[src/sv/prr_pkg.sv]
package prr_pkg;

  localparam int unsigned MacW = 48;
  localparam int unsigned IpW  = 32;
  localparam int unsigned HwW  = 16;

  localparam int unsigned InDataW  = 272;
  localparam int unsigned OutDataW = 176;
  localparam int unsigned CfgDataW = 48;
  localparam int unsigned CfgIdxW  = 3;

  localparam logic [HwW-1:0] ETYPE_IPV4      = 16'h0800;
  localparam logic [7:0]     PROTO_TCP       = 8'd6;
  localparam logic [6:0]     ETH_HDR_BYTES   = 7'd14;
  localparam logic [HwW-1:0] MIN_FRAME_BYTES = 16'd34;
  localparam logic [3:0]     IHL_MIN         = 4'd5;

  localparam logic [IpW-1:0]  CLNT_IP_RST      = 32'h0A00_0001;
  localparam logic [MacW-1:0] CLNT_MAC_RST     = 48'hDEAD_AAAA_0001;
  localparam logic [IpW-1:0]  BALANCER_IP_RST  = 32'h0A00_000A;
  localparam logic [MacW-1:0] BALANCER_MAC_RST = 48'hDEAD_AAAA_0010;

  typedef enum logic [CfgIdxW-1:0] {
    CFG_CLNT_IP      = 3'd0,
    CFG_CLNT_MAC     = 3'd1,
    CFG_BALANCER_IP  = 3'd2,
    CFG_BALANCER_MAC = 3'd3,
    CFG_BACKEND0_IP  = 3'd4,
    CFG_BACKEND0_MAC = 3'd5,
    CFG_BACKEND1_IP  = 3'd6,
    CFG_BACKEND1_MAC = 3'd7
  } cfg_idx_e;

  typedef struct packed {
    logic [IpW-1:0]  clnt_ip;
    logic [MacW-1:0] clnt_mac;
    logic [IpW-1:0]  balancer_ip;
    logic [MacW-1:0] balancer_mac;
    logic [IpW-1:0]  backend0_ip;
    logic [MacW-1:0] backend0_mac;
    logic [IpW-1:0]  backend1_ip;
    logic [MacW-1:0] backend1_mac;
  } cfg_t;

  typedef struct packed {
    logic [HwW-1:0]  frame_length;
    logic [MacW-1:0] dest_mac;
    logic [MacW-1:0] source_mac;
    logic [HwW-1:0]  ether_type;
    logic [HwW-1:0]  version_ihl_tos;
    logic [HwW-1:0]  total_len;
    logic [HwW-1:0]  ident;
    logic [HwW-1:0]  flags_fragment;
    logic [HwW-1:0]  ttl_protocol;
    logic [IpW-1:0]  src_ip;
    logic [IpW-1:0]  dst_ip;
  } hdr_t;

  typedef struct packed {
    logic            verdict;
    logic [MacW-1:0] new_dest_mac;
    logic [MacW-1:0] new_source_mac;
    logic [IpW-1:0]  new_src_ip;
    logic [IpW-1:0]  new_dst_ip;
    logic [HwW-1:0]  new_checksum;
  } res_t;

  typedef struct packed {
    logic to_backend;
    logic advance_rr;
  } rr_ctl_t;

endpackage

[src/sv/prr_rewrite.sv]
module prr_rewrite (
  input  prr_pkg::hdr_t    hdr_i,
  input  prr_pkg::cfg_t    cfg_i,
  input  logic             next_backend_i,
  output prr_pkg::res_t    res_o,
  output prr_pkg::rr_ctl_t ctl_o
);

  logic [3:0]            ihl;
  logic [6:0]            hdr_end;
  logic                  valid_hdr;
  logic                  from_client;
  logic [prr_pkg::IpW-1:0]  dst_ip;
  logic [prr_pkg::MacW-1:0] dst_mac;
  logic [19:0]           sum;
  logic [16:0]           fold1;
  logic [15:0]           fold2;

  assign ihl     = hdr_i.version_ihl_tos[11:8];
  assign hdr_end = prr_pkg::ETH_HDR_BYTES + {1'b0, ihl, 2'b00};

  // The 34 byte minimum already covers the bare Ethernet header check.
  assign valid_hdr = (hdr_i.frame_length >= prr_pkg::MIN_FRAME_BYTES)
                  && (hdr_i.ether_type == prr_pkg::ETYPE_IPV4)
                  && (hdr_i.ttl_protocol[7:0] == prr_pkg::PROTO_TCP)
                  && (ihl >= prr_pkg::IHL_MIN)
                  && ({9'd0, hdr_end} <= hdr_i.frame_length);

  assign from_client = (hdr_i.src_ip == cfg_i.clnt_ip);

  always_comb begin
    if (!from_client) begin
      dst_ip  = cfg_i.clnt_ip;
      dst_mac = cfg_i.clnt_mac;
    end else if (next_backend_i) begin
      dst_ip  = cfg_i.backend1_ip;
      dst_mac = cfg_i.backend1_mac;
    end else begin
      dst_ip  = cfg_i.backend0_ip;
      dst_mac = cfg_i.backend0_mac;
    end
  end

  // Nine halfwords plus a zero checksum field; two end-around folds always
  // suffice for a 20 bit sum.
  assign sum = 20'(hdr_i.version_ihl_tos) + 20'(hdr_i.total_len) + 20'(hdr_i.ident)
             + 20'(hdr_i.flags_fragment) + 20'(hdr_i.ttl_protocol)
             + 20'(cfg_i.balancer_ip[31:16]) + 20'(cfg_i.balancer_ip[15:0])
             + 20'(dst_ip[31:16]) + 20'(dst_ip[15:0]);
  assign fold1 = 17'(sum[15:0]) + 17'(sum[19:16]);
  assign fold2 = fold1[15:0] + 16'(fold1[16]);

  always_comb begin
    if (valid_hdr) begin
      res_o.verdict        = 1'b1;
      res_o.new_dest_mac   = dst_mac;
      res_o.new_source_mac = cfg_i.balancer_mac;
      res_o.new_src_ip     = cfg_i.balancer_ip;
      res_o.new_dst_ip     = dst_ip;
      res_o.new_checksum   = ~fold2;
    end else begin
      res_o.verdict        = 1'b0;
      res_o.new_dest_mac   = hdr_i.dest_mac;
      res_o.new_source_mac = hdr_i.source_mac;
      res_o.new_src_ip     = hdr_i.src_ip;
      res_o.new_dst_ip     = hdr_i.dst_ip;
      res_o.new_checksum   = '0;
    end
  end

  assign ctl_o.to_backend = valid_hdr && from_client;
  assign ctl_o.advance_rr = valid_hdr && from_client;

endmodule

[src/sv/packet_round_robin_rewriter.sv]
// A header accepted into the input register moves on to the result register,
// which drives the master side; a master stall can hold it in either stage.
// Throughput: one header per cycle; the input register and the result
// register form a two-stage pipeline that stalls only on master back-pressure.
// Reset clears both stage valids, restores every address register to its
// default and points the round robin at backend zero.
module packet_round_robin_rewriter (
  input  logic                           clk_i,
  input  logic                           rst_ni,
  // Configuration writes
  input  logic                           cfg_we_i,
  input  logic [prr_pkg::CfgIdxW-1:0]    cfg_idx_i,
  input  logic [prr_pkg::CfgDataW-1:0]   cfg_data_i,
  // Header input
  input  logic                           s_axis_tvalid,
  output logic                           s_axis_tready,
  // tdata, low to high: frame_length, dest_mac, source_mac, ether_type,
  // version_ihl_tos, total_len, ident, flags_fragment, ttl_protocol, src_ip, dst_ip
  input  logic [prr_pkg::InDataW-1:0]    s_axis_tdata,
  // Result output
  output logic                           m_axis_tvalid,
  input  logic                           m_axis_tready,
  // tdata, low to high: new_dest_mac, new_source_mac, new_src_ip, new_dst_ip,
  // new_checksum
  output logic [prr_pkg::OutDataW-1:0]   m_axis_tdata,
  // tuser: verdict
  output logic [0:0]                     m_axis_tuser
);

  prr_pkg::cfg_t    cfg_q;
  prr_pkg::hdr_t    hdr_d, hdr_q;
  prr_pkg::res_t    res_d, res_q;
  prr_pkg::rr_ctl_t ctl;
  logic             in_valid_q;
  logic             out_valid_q;
  logic             next_backend_q;
  logic             out_free;
  logic             in_load;
  logic             out_load;

  assign out_free      = !out_valid_q || m_axis_tready;
  assign out_load      = in_valid_q && out_free;
  assign s_axis_tready = !in_valid_q || out_free;
  assign in_load       = s_axis_tvalid && s_axis_tready;

  assign hdr_d.frame_length    = s_axis_tdata[15:0];
  assign hdr_d.dest_mac        = s_axis_tdata[63:16];
  assign hdr_d.source_mac      = s_axis_tdata[111:64];
  assign hdr_d.ether_type      = s_axis_tdata[127:112];
  assign hdr_d.version_ihl_tos = s_axis_tdata[143:128];
  assign hdr_d.total_len       = s_axis_tdata[159:144];
  assign hdr_d.ident           = s_axis_tdata[175:160];
  assign hdr_d.flags_fragment  = s_axis_tdata[191:176];
  assign hdr_d.ttl_protocol    = s_axis_tdata[207:192];
  assign hdr_d.src_ip          = s_axis_tdata[239:208];
  assign hdr_d.dst_ip          = s_axis_tdata[271:240];

  always_ff @(posedge clk_i or negedge rst_ni) begin
    if (!rst_ni) begin
      cfg_q.clnt_ip      <= prr_pkg::CLNT_IP_RST;
      cfg_q.clnt_mac     <= prr_pkg::CLNT_MAC_RST;
      cfg_q.balancer_ip  <= prr_pkg::BALANCER_IP_RST;
      cfg_q.balancer_mac <= prr_pkg::BALANCER_MAC_RST;
      cfg_q.backend0_ip  <= '0;
      cfg_q.backend0_mac <= '0;
      cfg_q.backend1_ip  <= '0;
      cfg_q.backend1_mac <= '0;
    end else if (cfg_we_i) begin
      unique case (prr_pkg::cfg_idx_e'(cfg_idx_i))
        prr_pkg::CFG_CLNT_IP:      cfg_q.clnt_ip      <= cfg_data_i[31:0];
        prr_pkg::CFG_CLNT_MAC:     cfg_q.clnt_mac     <= cfg_data_i;
        prr_pkg::CFG_BALANCER_IP:  cfg_q.balancer_ip  <= cfg_data_i[31:0];
        prr_pkg::CFG_BALANCER_MAC: cfg_q.balancer_mac <= cfg_data_i;
        prr_pkg::CFG_BACKEND0_IP:  cfg_q.backend0_ip  <= cfg_data_i[31:0];
        prr_pkg::CFG_BACKEND0_MAC: cfg_q.backend0_mac <= cfg_data_i;
        prr_pkg::CFG_BACKEND1_IP:  cfg_q.backend1_ip  <= cfg_data_i[31:0];
        prr_pkg::CFG_BACKEND1_MAC: cfg_q.backend1_mac <= cfg_data_i;
        default: ;
      endcase
    end
  end

  prr_rewrite u_rewrite (
    .hdr_i          (hdr_q),
    .cfg_i          (cfg_q),
    .next_backend_i (next_backend_q),
    .res_o          (res_d),
    .ctl_o          (ctl)
  );

  always_ff @(posedge clk_i or negedge rst_ni) begin
    if (!rst_ni) begin
      in_valid_q     <= 1'b0;
      out_valid_q    <= 1'b0;
      next_backend_q <= 1'b0;
    end else begin
      if (in_load) begin
        in_valid_q <= 1'b1;
      end else if (out_load) begin
        in_valid_q <= 1'b0;
      end
      if (out_load) begin
        out_valid_q <= 1'b1;
      end else if (m_axis_tready) begin
        out_valid_q <= 1'b0;
      end
      // The pointer moves only when a client frame leaves the first stage.
      if (out_load && ctl.advance_rr) begin
        next_backend_q <= !next_backend_q;
      end
    end
  end

  always_ff @(posedge clk_i) begin
    if (in_load) begin
      hdr_q <= hdr_d;
    end
    if (out_load) begin
      res_q <= res_d;
    end
  end

  assign m_axis_tvalid           = out_valid_q;
  assign m_axis_tuser[0]         = res_q.verdict;
  assign m_axis_tdata[47:0]      = res_q.new_dest_mac;
  assign m_axis_tdata[95:48]     = res_q.new_source_mac;
  assign m_axis_tdata[127:96]    = res_q.new_src_ip;
  assign m_axis_tdata[159:128]   = res_q.new_dst_ip;
  assign m_axis_tdata[175:160]   = res_q.new_checksum;

  a_rr_moves_on_client: assert property (@(posedge clk_i) disable iff (!rst_ni)
    !$stable(next_backend_q) |-> $past(out_load && ctl.to_backend))
    else $error("round robin pointer moved without a client frame");

  a_pass_zero_checksum: assert property (@(posedge clk_i) disable iff (!rst_ni)
    (out_valid_q && !res_q.verdict) |-> (res_q.new_checksum == '0))
    else $error("passed frame carries a non-zero checksum");

  a_result_held: assert property (@(posedge clk_i) disable iff (!rst_ni)
    (out_valid_q && !m_axis_tready) |=> (out_valid_q && $stable(res_q)))
    else $error("stalled result changed before its transfer");

  a_stage_moves_on: assert property (@(posedge clk_i) disable iff (!rst_ni)
    (in_valid_q && !out_valid_q) |=> out_valid_q)
    else $error("first stage did not hand over to a free result register");

endmodule

[config.mk]
export PLATFORM = sky130hd
export DESIGN_NAME = packet_round_robin_rewriter
export DESIGN_NICKNAME = d
export VERILOG_FILES = /design/src/sv/prr_pkg.sv /design/src/sv/prr_rewrite.sv /design/src/sv/packet_round_robin_rewriter.sv
export SDC_FILE = /design/constraint.sdc
export NUM_CORES = 1
export LEC_CHECK = 0
export ABC_AREA = 1
export BUFFER_PORTS_ARGS = -buffer_cell sky130_fd_sc_hd__buf_2
export CAP_MARGIN = 20
export CORE_AREA = 2 2 258 260
export CTS_CLUSTER_DIAMETER = 150
export DETAILED_ROUTE_END_ITERATION = 10
export DIE_AREA = 0 0 260 262
export PLACE_DENSITY = 0.84
export RECOVER_POWER = 100
export SYNTH_ARGS = -nofsm -noshare
export SYNTH_HDL_FRONTEND = slang
export SYNTH_SLANG_ARGS = --single-unit
[constraint.sdc]
create_clock -name clk_i -period 11.99 [get_ports clk_i]
set_clock_uncertainty 0.2 [all_clocks]
set_input_delay 2.398 -clock clk_i [delete_from_list [all_inputs] [get_ports clk_i]]
set_output_delay 2.398 -clock clk_i [all_outputs]
set_load 0.01 [all_outputs]
==> key figures <==
Setup path
  – Most used cell, CP: nor2_1
  – Slowest cell on the critical path: fa_1
  – CP Capture Type: flip-flop
  – Crit path arrival time: 10310 ps
  – Worst path top cell family by delay: adder cells
  – Biggest cell delay along the critical path: 570 ps
  – CP Launch Type: flip-flop
  – CP required: 12030 ps
  – CP Buf/Inv Count: 4
  – Critical path class: reg2reg
  – Crit-path max FO: 4

Global route
  – Met1 Use GR: 38.11%
  – GR Util met2: 46.90%
  – Grt ovf: 0
  – Gr usage total: 29.18%
  – Grt peak-use layer: met2
  – Grt met3 use: 5.826%
  – Vias in the first global route: 24880
  – Initial antenna violation count: 33
  – Largest net degree at the start of global routing: 138
  – First-pass GRT wire length: 147.5 mm

Die
  – FP Rows: 94
  – Die ar.: 68120 sq um
  – Top Ports: 507
  – DIE WIDTH: 260 microns
  – Height of the die: 262 microns
  – Core area: 65280 sq um
  – Initial core utilization: 52.79%

Timing
  – Slew Limit Fails: 1473
  – Final setup TNS: 0 ps
  – Final period utilization: 85.64%
  – Final worst-path setup slack: 1722 ps
  – Final setup fails: 0
  – Fin crit period: 10270 ps
  – Max Clk Rate: 97.39 MHz
  – Fin. Hold Viols: 0
  – RSZ-0062 raised after global routing: false
  – Max_slew headroom: -290.0%
  – Tightest Pin Transition: 5850 ps

Clocking
  – Clock Pin Slew Worst Setup and Hold Paths: 70 ps
  – CTS tree: built
  – CTS max path bufs: 3
  – Clk sinks: 772
  – Postcts setup bufs: 0
  – H-tree depth: 3
  – CTS buffer count: 81
  – Skew-Pair Late Insertion Delay: 650 ps
  – Root buf cell: clkbuf_16
  – # resized after CTS: 0
  – Hold-fix buffers, CTS: 0

Logic synthesis
  – Top_reg_cell synth: edfxtp_1
  – Seq cells post-synth: 772
  – Mapped Nets: 3695
  – Synthesis Warnings: 0
  – Post-synth EDFFs: 449
  – Cell with the most instances after synthesis: nand2_1
  – Register area share after synthesis: 62.75%
  – Synth area leader: edfxtp_1
  – Top cells by area, synth: edfxtp_1, dfrtp_1, nand2_1
  – Count of different cell masters after synthesis: 48
  – Asr flop ratio synth: 41.84%
  – Area share of the largest cell type after synthesis: 39.13%
  – Synth cell count leaders: nand2_1, edfxtp_1, o21ai_0
  – Cells after Synth: 3220
  – Post-Syn Area per Cell: 10.70 sq um
  – Mapped Area: 34460 sq um

Power and ir drop
  – Internal power: 6812 uW
  – Clock power frac: 20.0%
  – Sw power: 5849 uW
  – LEAKAGE: 0.01767 uW
  – Pwr per Cell Area: 315.3 nW/um^2
  – Switching part of the total: 46.20%
  – Reg power frac: 26.8%
  – Share of total power in combinational logic: 53.1%
  – VDD IR max: 0.3786 mV

Worst hold path
  – Worst min-delay path category: reg2reg

Detailed routing
  – Antenna-violating nets left: 0
  – TritonRoute pass-1 iters: 5
  – DR vias: 25530
  – DRC Markers: 0
  – DR iter-0 viols: 3014
  – Routed Wire Length: 100.2 mm
  – Vias per cell: 5.485
  – Wire length per cell: 21.52 microns

Place
  – Detail Placement HPWL: 70.24 mm
  – I/O Buffers: 506
  – DP Worst Slack: 2509 ps
  – GP Congestion: 0.9972

Flow run
  – MaxCap Viol Count: 20

Layout
  – Fin nets: 4176
  – Register area: 21620 sq um
  – Area Growth Syn to Fin: 16.54%
  – Layout cells sized above 1: 15.04%
  – Multi-input logic area: 11100 sq um
  – Filler Cells Inserted: 5271

Run status
  – Outcome: finished with violations
  – Failing checks: max-capacitance violations, max-slew violations
layout by cell type, fill, tap and decap left out, types with 4 or more instances in the layout:
master      netlist  layout
a21oi_1          37      36
diode_2           0      22
nor2_2            5       4
bufinv_16         0       6
clkbuf_8          0       9
edfxtp_1        449     449
nand3_1          84      86
nand4_1          14      14
dfstp_2          47      47
or2_2            66      66
o21ai_0         402     410
dfrtp_1         276     276
nand2_2          13      12
clkinvlp_4        0       4
fa_1             97      97
xnor2_1          23      23
nor4_1           12      12
nor3_1            8       8
mux2i_1           4       4
buf_4             1       5
clkinv_2          1      14
clkbuf_16         0      82
clkbuf_1        100     256
buf_2            21     286
inv_1           312     311
nor2_1          107     111
nand3_2           6       4
xor2_1           19      19
nand2_1         954     954
ha_1             50      50
clkinv_1          0      11
o211ai_1         49      49
worst register-to-register path, delay by kind of cell (launching register included):
kind                     cells  cell delay [ps]
adder cells (fa/ha/maj)     10             3950
AO/OA/AOI/OAI               10             2480
AND/OR/NAND/NOR             15             2180
flip-flops                   1              340
XOR/XNOR                     2              420
buffers and inverters        4              300
flip-flops by register name (all words and copies together), names as in the netlist:
name	count
cfg_q	320
hdr_q	272
m_axis_tdata	176
in_valid_q	1
m_axis_tuser	1
m_axis_tvalid	1
next_backend_q	1
metrics by stage:
stage | util (%) | std cells | power [uW] | hold slack [ps] | cell area (sq um)
finish | 61.52 | 4655 | 12660 | 278.6 | 40160
global route | 61.52 | 4654 | 13610 | 300.7 | 40150
CTS | 62.06 | 4628 | 12640 | 281.2 | 40510
detailed placement | 57.93 | 4477 | 10070 | 266.2 | 37810
global placement | 57.89 | 4476 | 9956 | 259.9 | 37790
floorplan | - | 3220 | 8310 | 245.7 | 34460
cells by family (layout without fill, tap and decap cells):
group	count (synthesis)	in the layout	synth area share, %
simple gates	1285	1285	15.54
compound gates	518	518	8.024
xor+xnor	43	43	1.115
mux	4	4	0.1162
other cells	0	22	0
fa+ha+maj	147	147	7.451
buf+inv	451	1000	5.003
flops	772	772	62.75
cell type report:
class	count	area share (%)
multi-input cells	1997	27.65
clock inverters	41	1.115
diodes	22	0.1371
repair buffers	531	5.973
flip-flops and latches	772	53.85
well taps	864	2.692
clock buffers	110	5.596
inverters	318	2.988
power by group through the flow:
stage | clock (uW) | combinational [uW] | sequential (uW)
2_1_floorplan | 0 | 4870 | 3440
3_3_place_gp | 0 | 6550 | 3400
3_5_place_dp | 0 | 6650 | 3420
4_1_cts | 2560 | 6710 | 3370
5_1_grt | 2670 | 7500 | 3430
6_report | 2540 | 6730 | 3400
worst paths after layout:
path                                 start  cells past startpoint           endpoint  slack, ps
worst max-delay path            hdr_q[112]                     41  m_axis_tdata[172]       1720
worst min-delay path            cfg_q[253]                      2         cfg_q[253]        280
worst max register to register  hdr_q[112]                     41  m_axis_tdata[172]       1720
worst min register to register  cfg_q[253]                      2         cfg_q[253]        280
max in group asynchronous           rst_ni                      3          cfg_q[69]       2330
min in group asynchronous           rst_ni                      1         cfg_q[186]       3330
per-layer routing:
layer  vias up  wire, microns  part of all wire [%]
li1      11580              -                     -
met1     12420          38860                    39
met2      1265          47960                    48
met3       257           8355                   8.3
met4        10           4943                   4.9
met5         -             69                 0.069
No activity file was read; power rests on OpenSTA's default activity.
